## src/rtl/fcmc_pkg.sv

```systemverilog
// fcmc_pkg: shared constants and types for the fifo cache miss counter
// used by every module of the block; depends on nothing

package fcmc_pkg;

  // store geometry
  localparam int ENTRIES  = 128;
  localparam int KEY_BITS = 10;
  localparam int IDX_W    = (ENTRIES > 1) ? $clog2(ENTRIES) : 1;
  localparam int CNT_W    = $clog2(ENTRIES + 1);

  // register and field widths
  localparam int CFG_W    = 8;
  localparam int COUNT_W  = 16;
  localparam int IN_W     = 16;
  localparam int OUT_W    = 24;
  localparam int ADDR_W   = 3;

  // register index decoded from paddr[2]
  localparam logic REG_CAPACITY = 1'b0;

  // controller to datapath commands
  typedef struct packed {
    logic load;
    logic scan;
    logic write;
  } cmd_t;

  // datapath to controller status
  typedef struct packed {
    logic last_issue;
    logic out_free;
  } status_t;

endpackage

```

## src/rtl/fcmc_regs.sv

```systemverilog
// fcmc_regs: apb register block holding the capacity in use
// depends on fcmc_pkg

module fcmc_regs (
  input  logic                       clk_i,
  input  logic                       rst_ni,
  input  logic                       psel,
  input  logic                       penable,
  input  logic                       pwrite,
  input  logic [fcmc_pkg::ADDR_W-1:0] paddr,
  input  logic [31:0]                pwdata,
  output logic [31:0]                prdata,
  output logic                       pready,
  output logic [fcmc_pkg::CNT_W-1:0] cap_o
);
  import fcmc_pkg::*;

  logic [CFG_W-1:0] cap_q;
  logic             wr_en;

  assign pready = 1'b1;
  assign wr_en  = psel & penable & pwrite & (paddr[2] == REG_CAPACITY);

  // capacity register
  always_ff @(posedge clk_i or negedge rst_ni) begin
    if (!rst_ni) begin
      cap_q <= CFG_W'(1);
    end else if (wr_en) begin
      cap_q <= pwdata[CFG_W-1:0];
    end
  end

  // read back
  assign prdata = (paddr[2] == REG_CAPACITY) ? {{(32-CFG_W){1'b0}}, cap_q} : 32'd0;

  // zero counts as one, large values clip to the built depth
  always_comb begin
    if (cap_q == '0) begin
      cap_o = CNT_W'(1);
    end else if (int'(cap_q) > ENTRIES) begin
      cap_o = CNT_W'(ENTRIES);
    end else begin
      cap_o = CNT_W'(cap_q);
    end
  end

endmodule

```

## src/rtl/fcmc_ctrl.sv

```systemverilog
// fcmc_ctrl: state machine sequencing accept, scan, compare drain and update
// depends on fcmc_pkg

module fcmc_ctrl (
  input  logic              clk_i,
  input  logic              rst_ni,
  input  logic              s_axis_tvalid,
  output logic              s_axis_tready,
  input  fcmc_pkg::status_t status_i,
  output fcmc_pkg::cmd_t    cmd_o
);
  import fcmc_pkg::*;

  typedef enum logic [3:0] {
    ST_IDLE   = 4'b0001,
    ST_SCAN   = 4'b0010,
    ST_FINISH = 4'b0100,
    ST_WRITE  = 4'b1000
  } state_e;

  state_e state_q, state_d;

  assign s_axis_tready = (state_q == ST_IDLE);

  // next state and commands
  always_comb begin
    state_d   = state_q;
    cmd_o     = '0;
    unique case (state_q)
      ST_IDLE: begin
        if (s_axis_tvalid) begin
          cmd_o.load = 1'b1;
          state_d    = ST_SCAN;
        end
      end
      ST_SCAN: begin
        cmd_o.scan = 1'b1;
        if (status_i.last_issue) begin
          state_d = ST_FINISH;
        end
      end
      ST_FINISH: begin
        state_d = ST_WRITE;
      end
      ST_WRITE: begin
        if (status_i.out_free) begin
          cmd_o.write = 1'b1;
          state_d     = ST_IDLE;
        end
      end
      default: begin
        state_d = ST_IDLE;
      end
    endcase
  end

  // state register
  always_ff @(posedge clk_i or negedge rst_ni) begin
    if (!rst_ni) begin
      state_q <= ST_IDLE;
    end else begin
      state_q <= state_d;
    end
  end

endmodule

```

## src/rtl/fcmc_dpath.sv

```systemverilog
// fcmc_dpath: key memory, valid marks, insert pointer, miss count and result register
// depends on fcmc_pkg

module fcmc_dpath (
  input  logic                        clk_i,
  input  logic                        rst_ni,
  input  logic [fcmc_pkg::CNT_W-1:0]  cap_i,
  input  logic [fcmc_pkg::IN_W-1:0]   s_axis_tdata,   // [9:0] word_key, rest zero
  input  logic                        s_axis_tlast,   // end_of_text
  output logic                        m_axis_tvalid,
  input  logic                        m_axis_tready,
  output logic [fcmc_pkg::OUT_W-1:0]  m_axis_tdata,   // [0] was_miss, [16:1] miss_total
  output logic                        m_axis_tlast,   // final_result
  input  fcmc_pkg::cmd_t              cmd_i,
  output fcmc_pkg::status_t           status_o
);
  import fcmc_pkg::*;

  logic [KEY_BITS-1:0] mem [ENTRIES];
  logic [ENTRIES-1:0]  valid_q;
  logic [KEY_BITS-1:0] key_q;
  logic                eot_q;
  logic [CNT_W-1:0]    idx_q;
  logic [CNT_W-1:0]    ptr_q, ptr_d, ptr_eff;
  logic [COUNT_W-1:0]  count_q, count_d;
  logic [KEY_BITS-1:0] rd_key_q;
  logic                rd_vld_q;
  logic                cmp_v_q;
  logic                hit_q;
  logic                miss;
  logic                out_valid_q;
  logic                out_miss_q;
  logic [COUNT_W-1:0]  out_count_q;
  logic                out_last_q;

  assign status_o.last_issue = (idx_q == cap_i - CNT_W'(1));
  assign status_o.out_free   = !out_valid_q || m_axis_tready;

  // request capture and scan index
  always_ff @(posedge clk_i) begin
    if (cmd_i.load) begin
      key_q <= s_axis_tdata[KEY_BITS-1:0];
      eot_q <= s_axis_tlast;
    end
  end

  always_ff @(posedge clk_i or negedge rst_ni) begin
    if (!rst_ni) begin
      idx_q <= '0;
    end else if (cmd_i.load) begin
      idx_q <= '0;
    end else if (cmd_i.scan) begin
      idx_q <= idx_q + CNT_W'(1);
    end
  end

  // key memory: registered read during scan, write on miss
  always_ff @(posedge clk_i) begin
    rd_key_q <= mem[idx_q[IDX_W-1:0]];
    if (cmd_i.write && miss) begin
      mem[ptr_eff[IDX_W-1:0]] <= key_q;
    end
  end

  // compare pipeline and hit accumulation
  always_ff @(posedge clk_i or negedge rst_ni) begin
    if (!rst_ni) begin
      cmp_v_q  <= 1'b0;
      rd_vld_q <= 1'b0;
      hit_q    <= 1'b0;
    end else begin
      cmp_v_q  <= cmd_i.scan;
      rd_vld_q <= valid_q[idx_q[IDX_W-1:0]];
      if (cmd_i.load) begin
        hit_q <= 1'b0;
      end else if (cmp_v_q && rd_vld_q && (rd_key_q == key_q)) begin
        hit_q <= 1'b1;
      end
    end
  end

  // insert pointer wraps at the capacity in use, count saturates
  assign miss    = !hit_q;
  assign ptr_eff = (ptr_q >= cap_i) ? '0 : ptr_q;
  assign ptr_d   = ptr_eff + CNT_W'(1);
  assign count_d = (miss && (count_q != '1)) ? count_q + COUNT_W'(1) : count_q;

  always_ff @(posedge clk_i or negedge rst_ni) begin
    if (!rst_ni) begin
      valid_q <= '0;
      ptr_q   <= '0;
      count_q <= '0;
    end else if (cmd_i.write && miss) begin
      valid_q[ptr_eff[IDX_W-1:0]] <= 1'b1;
      ptr_q   <= ptr_d;
      count_q <= count_d;
    end
  end

  // result register
  always_ff @(posedge clk_i or negedge rst_ni) begin
    if (!rst_ni) begin
      out_valid_q <= 1'b0;
    end else if (cmd_i.write) begin
      out_valid_q <= 1'b1;
    end else if (m_axis_tready) begin
      out_valid_q <= 1'b0;
    end
  end

  always_ff @(posedge clk_i) begin
    if (cmd_i.write) begin
      out_miss_q  <= miss;
      out_count_q <= count_d;
      out_last_q  <= eot_q;
    end
  end

  assign m_axis_tvalid = out_valid_q;
  assign m_axis_tdata  = {{(OUT_W-COUNT_W-1){1'b0}}, out_count_q, out_miss_q};
  assign m_axis_tlast  = out_last_q;

  // pointer never runs past the built depth
  a_ptr_range: assert property (@(posedge clk_i) disable iff (!rst_ni)
    int'(ptr_q) <= ENTRIES)
    else $error("insert pointer beyond depth");

  // scan reads only entries inside the capacity in use
  a_scan_range: assert property (@(posedge clk_i) disable iff (!rst_ni)
    cmd_i.scan |-> (idx_q < cap_i))
    else $error("scan index beyond capacity");

  // miss count never goes down
  a_count_mono: assert property (@(posedge clk_i) disable iff (!rst_ni)
    count_q >= $past(count_q))
    else $error("miss count decreased");

  // a new result never overwrites one still waiting
  a_no_overwrite: assert property (@(posedge clk_i) disable iff (!rst_ni)
    cmd_i.write |-> (!out_valid_q || m_axis_tready))
    else $error("result overwritten");

endmodule

```

## src/rtl/fifo_cache_miss_counter.sv

```systemverilog
// fifo_cache_miss_counter: top level joining registers, controller and datapath
// depends on fcmc_pkg, fcmc_regs, fcmc_ctrl, fcmc_dpath

// Fully associative word cache with first-in-first-out replacement and a
// saturating 16-bit miss counter. Each request passes through an accept
// state, a scan over the entries in use (a capacity of zero counts as one,
// values above 128 count as 128) as the key memory is read and compared one
// entry at a time through its single registered read port, a state to drain
// the compare and an update state. The update waits while an older result
// still sits unaccepted in the output register. A new request is accepted once
// the previous one is updated, while its result may still wait in the output
// register. Valid marks sit in flip-flops cleared by reset, so no clearing pass
// runs after reset. Write capacity_in_use (byte address 0, bits [7:0]) only
// while the block is idle.

module fifo_cache_miss_counter (
  input  logic                        clk_i,
  input  logic                        rst_ni,
  // input requests
  input  logic                        s_axis_tvalid,
  output logic                        s_axis_tready,
  input  logic [fcmc_pkg::IN_W-1:0]   s_axis_tdata,   // [9:0] word_key, rest zero
  input  logic                        s_axis_tlast,   // end_of_text
  // results
  output logic                        m_axis_tvalid,
  input  logic                        m_axis_tready,
  output logic [fcmc_pkg::OUT_W-1:0]  m_axis_tdata,   // [0] was_miss, [16:1] miss_total
  output logic                        m_axis_tlast,   // final_result
  // configuration
  input  logic                        psel,
  input  logic                        penable,
  input  logic                        pwrite,
  input  logic [fcmc_pkg::ADDR_W-1:0] paddr,
  input  logic [31:0]                 pwdata,
  output logic [31:0]                 prdata,
  output logic                        pready
);
  import fcmc_pkg::*;

  logic [CNT_W-1:0] cap;
  cmd_t             cmd;
  status_t          status;

  // configuration registers
  fcmc_regs u_regs (
    .clk_i   (clk_i),
    .rst_ni  (rst_ni),
    .psel    (psel),
    .penable (penable),
    .pwrite  (pwrite),
    .paddr   (paddr),
    .pwdata  (pwdata),
    .prdata  (prdata),
    .pready  (pready),
    .cap_o   (cap)
  );

  // sequencing
  fcmc_ctrl u_ctrl (
    .clk_i         (clk_i),
    .rst_ni        (rst_ni),
    .s_axis_tvalid (s_axis_tvalid),
    .s_axis_tready (s_axis_tready),
    .status_i      (status),
    .cmd_o         (cmd)
  );

  // storage and result path
  fcmc_dpath u_dpath (
    .clk_i         (clk_i),
    .rst_ni        (rst_ni),
    .cap_i         (cap),
    .s_axis_tdata  (s_axis_tdata),
    .s_axis_tlast  (s_axis_tlast),
    .m_axis_tvalid (m_axis_tvalid),
    .m_axis_tready (m_axis_tready),
    .m_axis_tdata  (m_axis_tdata),
    .m_axis_tlast  (m_axis_tlast),
    .cmd_i         (cmd),
    .status_o      (status)
  );

endmodule
```

## config.mk

```make
export PLATFORM = sky130hd
export DESIGN_NAME = fifo_cache_miss_counter
export DESIGN_NICKNAME = d
export VERILOG_FILES = /design/src/rtl/fcmc_pkg.sv /design/src/rtl/fcmc_regs.sv /design/src/rtl/fcmc_ctrl.sv /design/src/rtl/fcmc_dpath.sv /design/src/rtl/fifo_cache_miss_counter.sv
export SDC_FILE = /design/constraint.sdc
export NUM_CORES = 2
export LEC_CHECK = 0
export ABC_AREA = 1
export BUFFER_PORTS_ARGS = -buffer_cell sky130_fd_sc_hd__buf_4
export CAP_MARGIN = 20
export CORE_MARGIN = 1.5
export CORE_UTILIZATION = 55
export DETAILED_ROUTE_END_ITERATION = 6
export MAX_ROUTING_LAYER = met4
export PLACE_DENSITY = 0.69
export SLEW_MARGIN = 25
export SYNTH_ARGS = -nofsm -noshare
export SYNTH_HDL_FRONTEND = slang
export SYNTH_SLANG_ARGS = --single-unit
export TNS_END_PERCENT = 50
```

## constraint.sdc

```tcl
create_clock -name clk_i -period 8.1 [get_ports clk_i]
set_input_delay 0 -clock clk_i [delete_from_list [all_inputs] [get_ports clk_i]]
set_output_delay 0 -clock clk_i [all_outputs]
set_load 0.01 [all_outputs]
```

==> results.py <==
metrics = {
    "status": {
        "outcome": "complete, no violations",
    },
    "layout": {
        "finalInstanceArea_um2": 66900,
        "fin_cells": 6430,
        "area_growth_pct": 11.00,
        "layout.nets": 4965,
        "antenna_cells": 0,
        "fillCellCount": 8196,
        "drive_gt1_share_pct": 8.313,
    },
    "sta": {
        "slew_violations": 0,
        "finalCritPeriodShare_pct": 61.45,
        "final.setup.worst_slack_ns": 3.123,
        "relSlewSlack_pct": 24.53,
        "fin_worst_skew_ns": 0.02589,
        "rsz0062_at_grt": "false",
        "hold_viol_final": 0,
        "worst_slew_pin_slew_ns": 1.128,
        "finalSetupViolCount": 0,
        "clock.fmax_mhz": 200.9,
        "tns_ns": 0,
        "period_needed_ns": 4.977,
    },
    "pwr": {
        "ir_drop_mv": 0.4241,
        "leakagePower_nw": 22.93,
        "power_density_nw_per_um2": 311.8,
        "power.total_mw": 20.86,
    },
    "yosys": {
        "yosys-top-cells-area": "edfxtp_1, dfrtp_1, o21ai_0",
        "avgSynthCellArea_um2": 12.27,
        "yosys_warnings": 0,
        "synth_edf_count": 1309,
        "synth_cell_type_count": 45,
        "async_flop_share_pct": 11.77,
        "synthFlopType": "edfxtp_1",
        "netlist_area_um2": 60270,
        "synth.ff_latch_count": 1495,
        "yosysSeqAreaShare_pct": 72.86,
        "yosysMostFrequentCell": "edfxtp_1",
        "synth_top_cell_by_area": "edfxtp_1",
        "synth_cells": 4912,
        "synth_top_area_share_pct": 65.22,
        "synth.top_cells.by_count": "edfxtp_1, nor2_1, o21ai_0, nand2_1, o22ai_1",
    },
    "cts": {
        "cts_buffer_depth": 3,
        "clkLatencyLatePin_ns": 0.76,
        "cts_max_level": 4,
        "clk_pin_slew_ns": 0.06,
        "cts-root-buf": "clkbuf_16",
        "cts_made_buffers": 151,
        "cts_tree": "done",
        "post-cts-setup-buffers": 0,
        "clkSinkCount": 1495,
    },
    "routing": {
        "via_count": 39470,
        "ant_nets": 0,
        "viasPerCell": 6.138,
        "drt-total-wl_um": 154100,
        "first_pass_iters": 5,
        "drc": 0,
        "drtIter0Drc": 4678,
        "wl_per_cell_um": 23.96,
    },
    "setup_path": {
        "worstPathRequired_ns": 8.46,
        "worstSetupPathType": "flip-flop to flip-flop",
        "arrival_ns": 5.34,
        "critPathSlowestCell": "nor2_1",
        "max_stage_delay_ns": 0.99,
        "crit_family": "simple AND/OR/NAND/NOR gates",
        "cp_max_fo": 11,
        "endpoint_kind": "flip-flop",
        "r2r_slack_ns": 3.12,
        "crit_buf_inv": 2,
        "start_kind": "flip-flop",
        "cp_cell_sequence": "nor2_1 > nand2_1 > o21ai_1 > nand2_1 > ha_1 > inv_1 > nor2_1 > o21ai_1 > a21boi_1 > nor2_2 > nand2_4 > inv_4 > nand2_2 > nor2_2 > nand2_1 > nor2_1",
    },
    "floorplanning": {
        "core-area_um2": 108700,
        "initial_core_util_pct": 55.44,
        "pin_count": 119,
        "die_area_um2": 111600,
        "rows": 121,
        "die_h_um": 334.0,
        "die_width_um": 334.0,
    },
    "grt": {
        "grt-ovfl-total": 0,
        "grt_pass1_vias": 37030,
        "grt_start_max_net_pins": 211,
        "antenna_found_initial": 1,
        "grt_usage_pct": 28.37,
        "grt_pass1_wl_um": 231600,
    },
    "placement": {
        "gp_congestion": 0.8879,
        "pre_cts_slack_ns": 3.278,
        "hpwlAfterDp_um": 82910,
        "io_buffer_count": 54,
        "placed_cells": 6103,
        "placed_area_um2": 61410,
    },
    "worst_hold_path": {
        "hold_class": "input pin to flip-flop",
    },
    "run": {
        "max-cap-violations": 0,
    },
}
worst min-delay path, cell delays in order:
cell	delay, ns
dlygate4sd3_1	0.53
buf_4	0.10
inv_1	0.06
nand2_1	0.09
nand2_1	0.06
cell usage in the layout, fill, tap and decap left out, types with 22 or more instances in the layout:
| master | count |
|---|---|
| dfrtp_1 | 170 |
| conb_1 | 32 |
| buf_4 | 106 |
| o211ai_1 | 88 |
| nor2_2 | 51 |
| nand2_1 | 348 |
| o21ai_1 | 26 |
| o21ai_0 | 787 |
| nand3_1 | 177 |
| or2_1 | 63 |
| nand4_1 | 29 |
| o221ai_1 | 58 |
| o22ai_1 | 187 |
| clkinv_2 | 22 |
| nor2_1 | 904 |
| inv_1 | 112 |
| edfxtp_1 | 1309 |
| a21oi_1 | 101 |
| dlygate4sd3_1 | 51 |
| xor2_1 | 25 |
| clkbuf_16 | 157 |
| clkinv_1 | 34 |
| clkbuf_1 | 37 |
per-stage QoR:
step / utilization, % / hold slack (ns)
3_5_place_dp: 56.50 / 0.05340
6_report: 61.54 / 0.09258
5_1_grt: 61.54 / 0.1002
2_1_floorplan: - / -0.2956
3_3_place_gp: 56.49 / 0.05364
4_1_cts: 61.47 / 0.05962
flip-flops by register name (all words and copies together) (netlist names), 4 cells and up:
signal               cells
u_regs.cap_q             8
u_dpath.out_count_q     16
u_dpath.idx_q            8
u_dpath.rd_key_q        10
u_ctrl.state_q           4
u_dpath.count_q         16
u_dpath.mem           1280
u_dpath.valid_q        128
u_dpath.ptr_q            8
u_dpath.key_q           10
report_power, final:
part	internal [mW]	total (mW)	switching, mW	leakage (nW)
clock network	4.01	6.86	2.86	2.39
registers	8.72	8.84	0.129	13.9
logic	1.35	5.15	3.80	6.64
cell families (layout without fill, tap and decap cells):
family                     after synthesis  count (layout)  synth area share [%]
AOI/OAI and AO/OA                     1271            1271                 11.75
xor gates and xnor gates                29              29                0.4214
adders and majority gates               12              12                0.2491
buffers and inverters                  489             563                 3.627
DFF                                   1495            1495                 72.86
other                                    2              32               0.01246
and+or+nand+nor                       1614            1614                 11.08
routing by layer:
| layer | vias up | global-route usage [%] | routed length [um] |
|---|---|---|---|
| li1 | 17660 | - | - |
| met1 | 19500 | 39.41 | 62710 |
| met2 | 2005 | 43.04 | 72310 |
| met3 | 297 | 4.366 | 13930 |
| met4 | 0 | 10.01 | 5144 |
| met5 | - | - | 0 |
area by class of cell:
class | count | area [um^2] | share of cell area (%)
multi-input combinational | 2958 | 14390 | 21.51
clock buffer | 206 | 4233 | 6.327
inverter | 124 | 495.5 | 0.7406
timing repair buffer | 164 | 1448 | 2.164
sequential | 1495 | 43930 | 65.66
clock inverter | 69 | 638.1 | 0.9538
tap | 1414 | 1769 | 2.645
repair_timing:
item	CTS	global route
hold buffers	52	0
gates resized for setup	0	0
endpoints found under the hold margin	144	0
path summary, 6_finish.rpt:
path	depth (start not counted)	start	endpoint
hold reg to reg	0	u_dpath.eot_q$_DFFE_PP_	u_dpath.m_axis_tlast$_DFFE_PP_
hold / removal	5	s_axis_tvalid	u_ctrl.state_q[0]$_DFFE_PN1P_
min in group asynchronous	3	rst_ni	u_ctrl.state_q[0]$_DFFE_PN1P_
setup reg to reg	16	u_regs.cap_q[4]$_DFFE_PN0P_	u_dpath.mem[8][2]$_DFFE_PP_
setup / recovery	16	u_regs.cap_q[4]$_DFFE_PN0P_	u_dpath.mem[8][2]$_DFFE_PP_
max in group asynchronous	4	rst_ni	u_dpath.valid_q[28]$_DFFE_PN0P_
(Power assumes the default switching activity.)
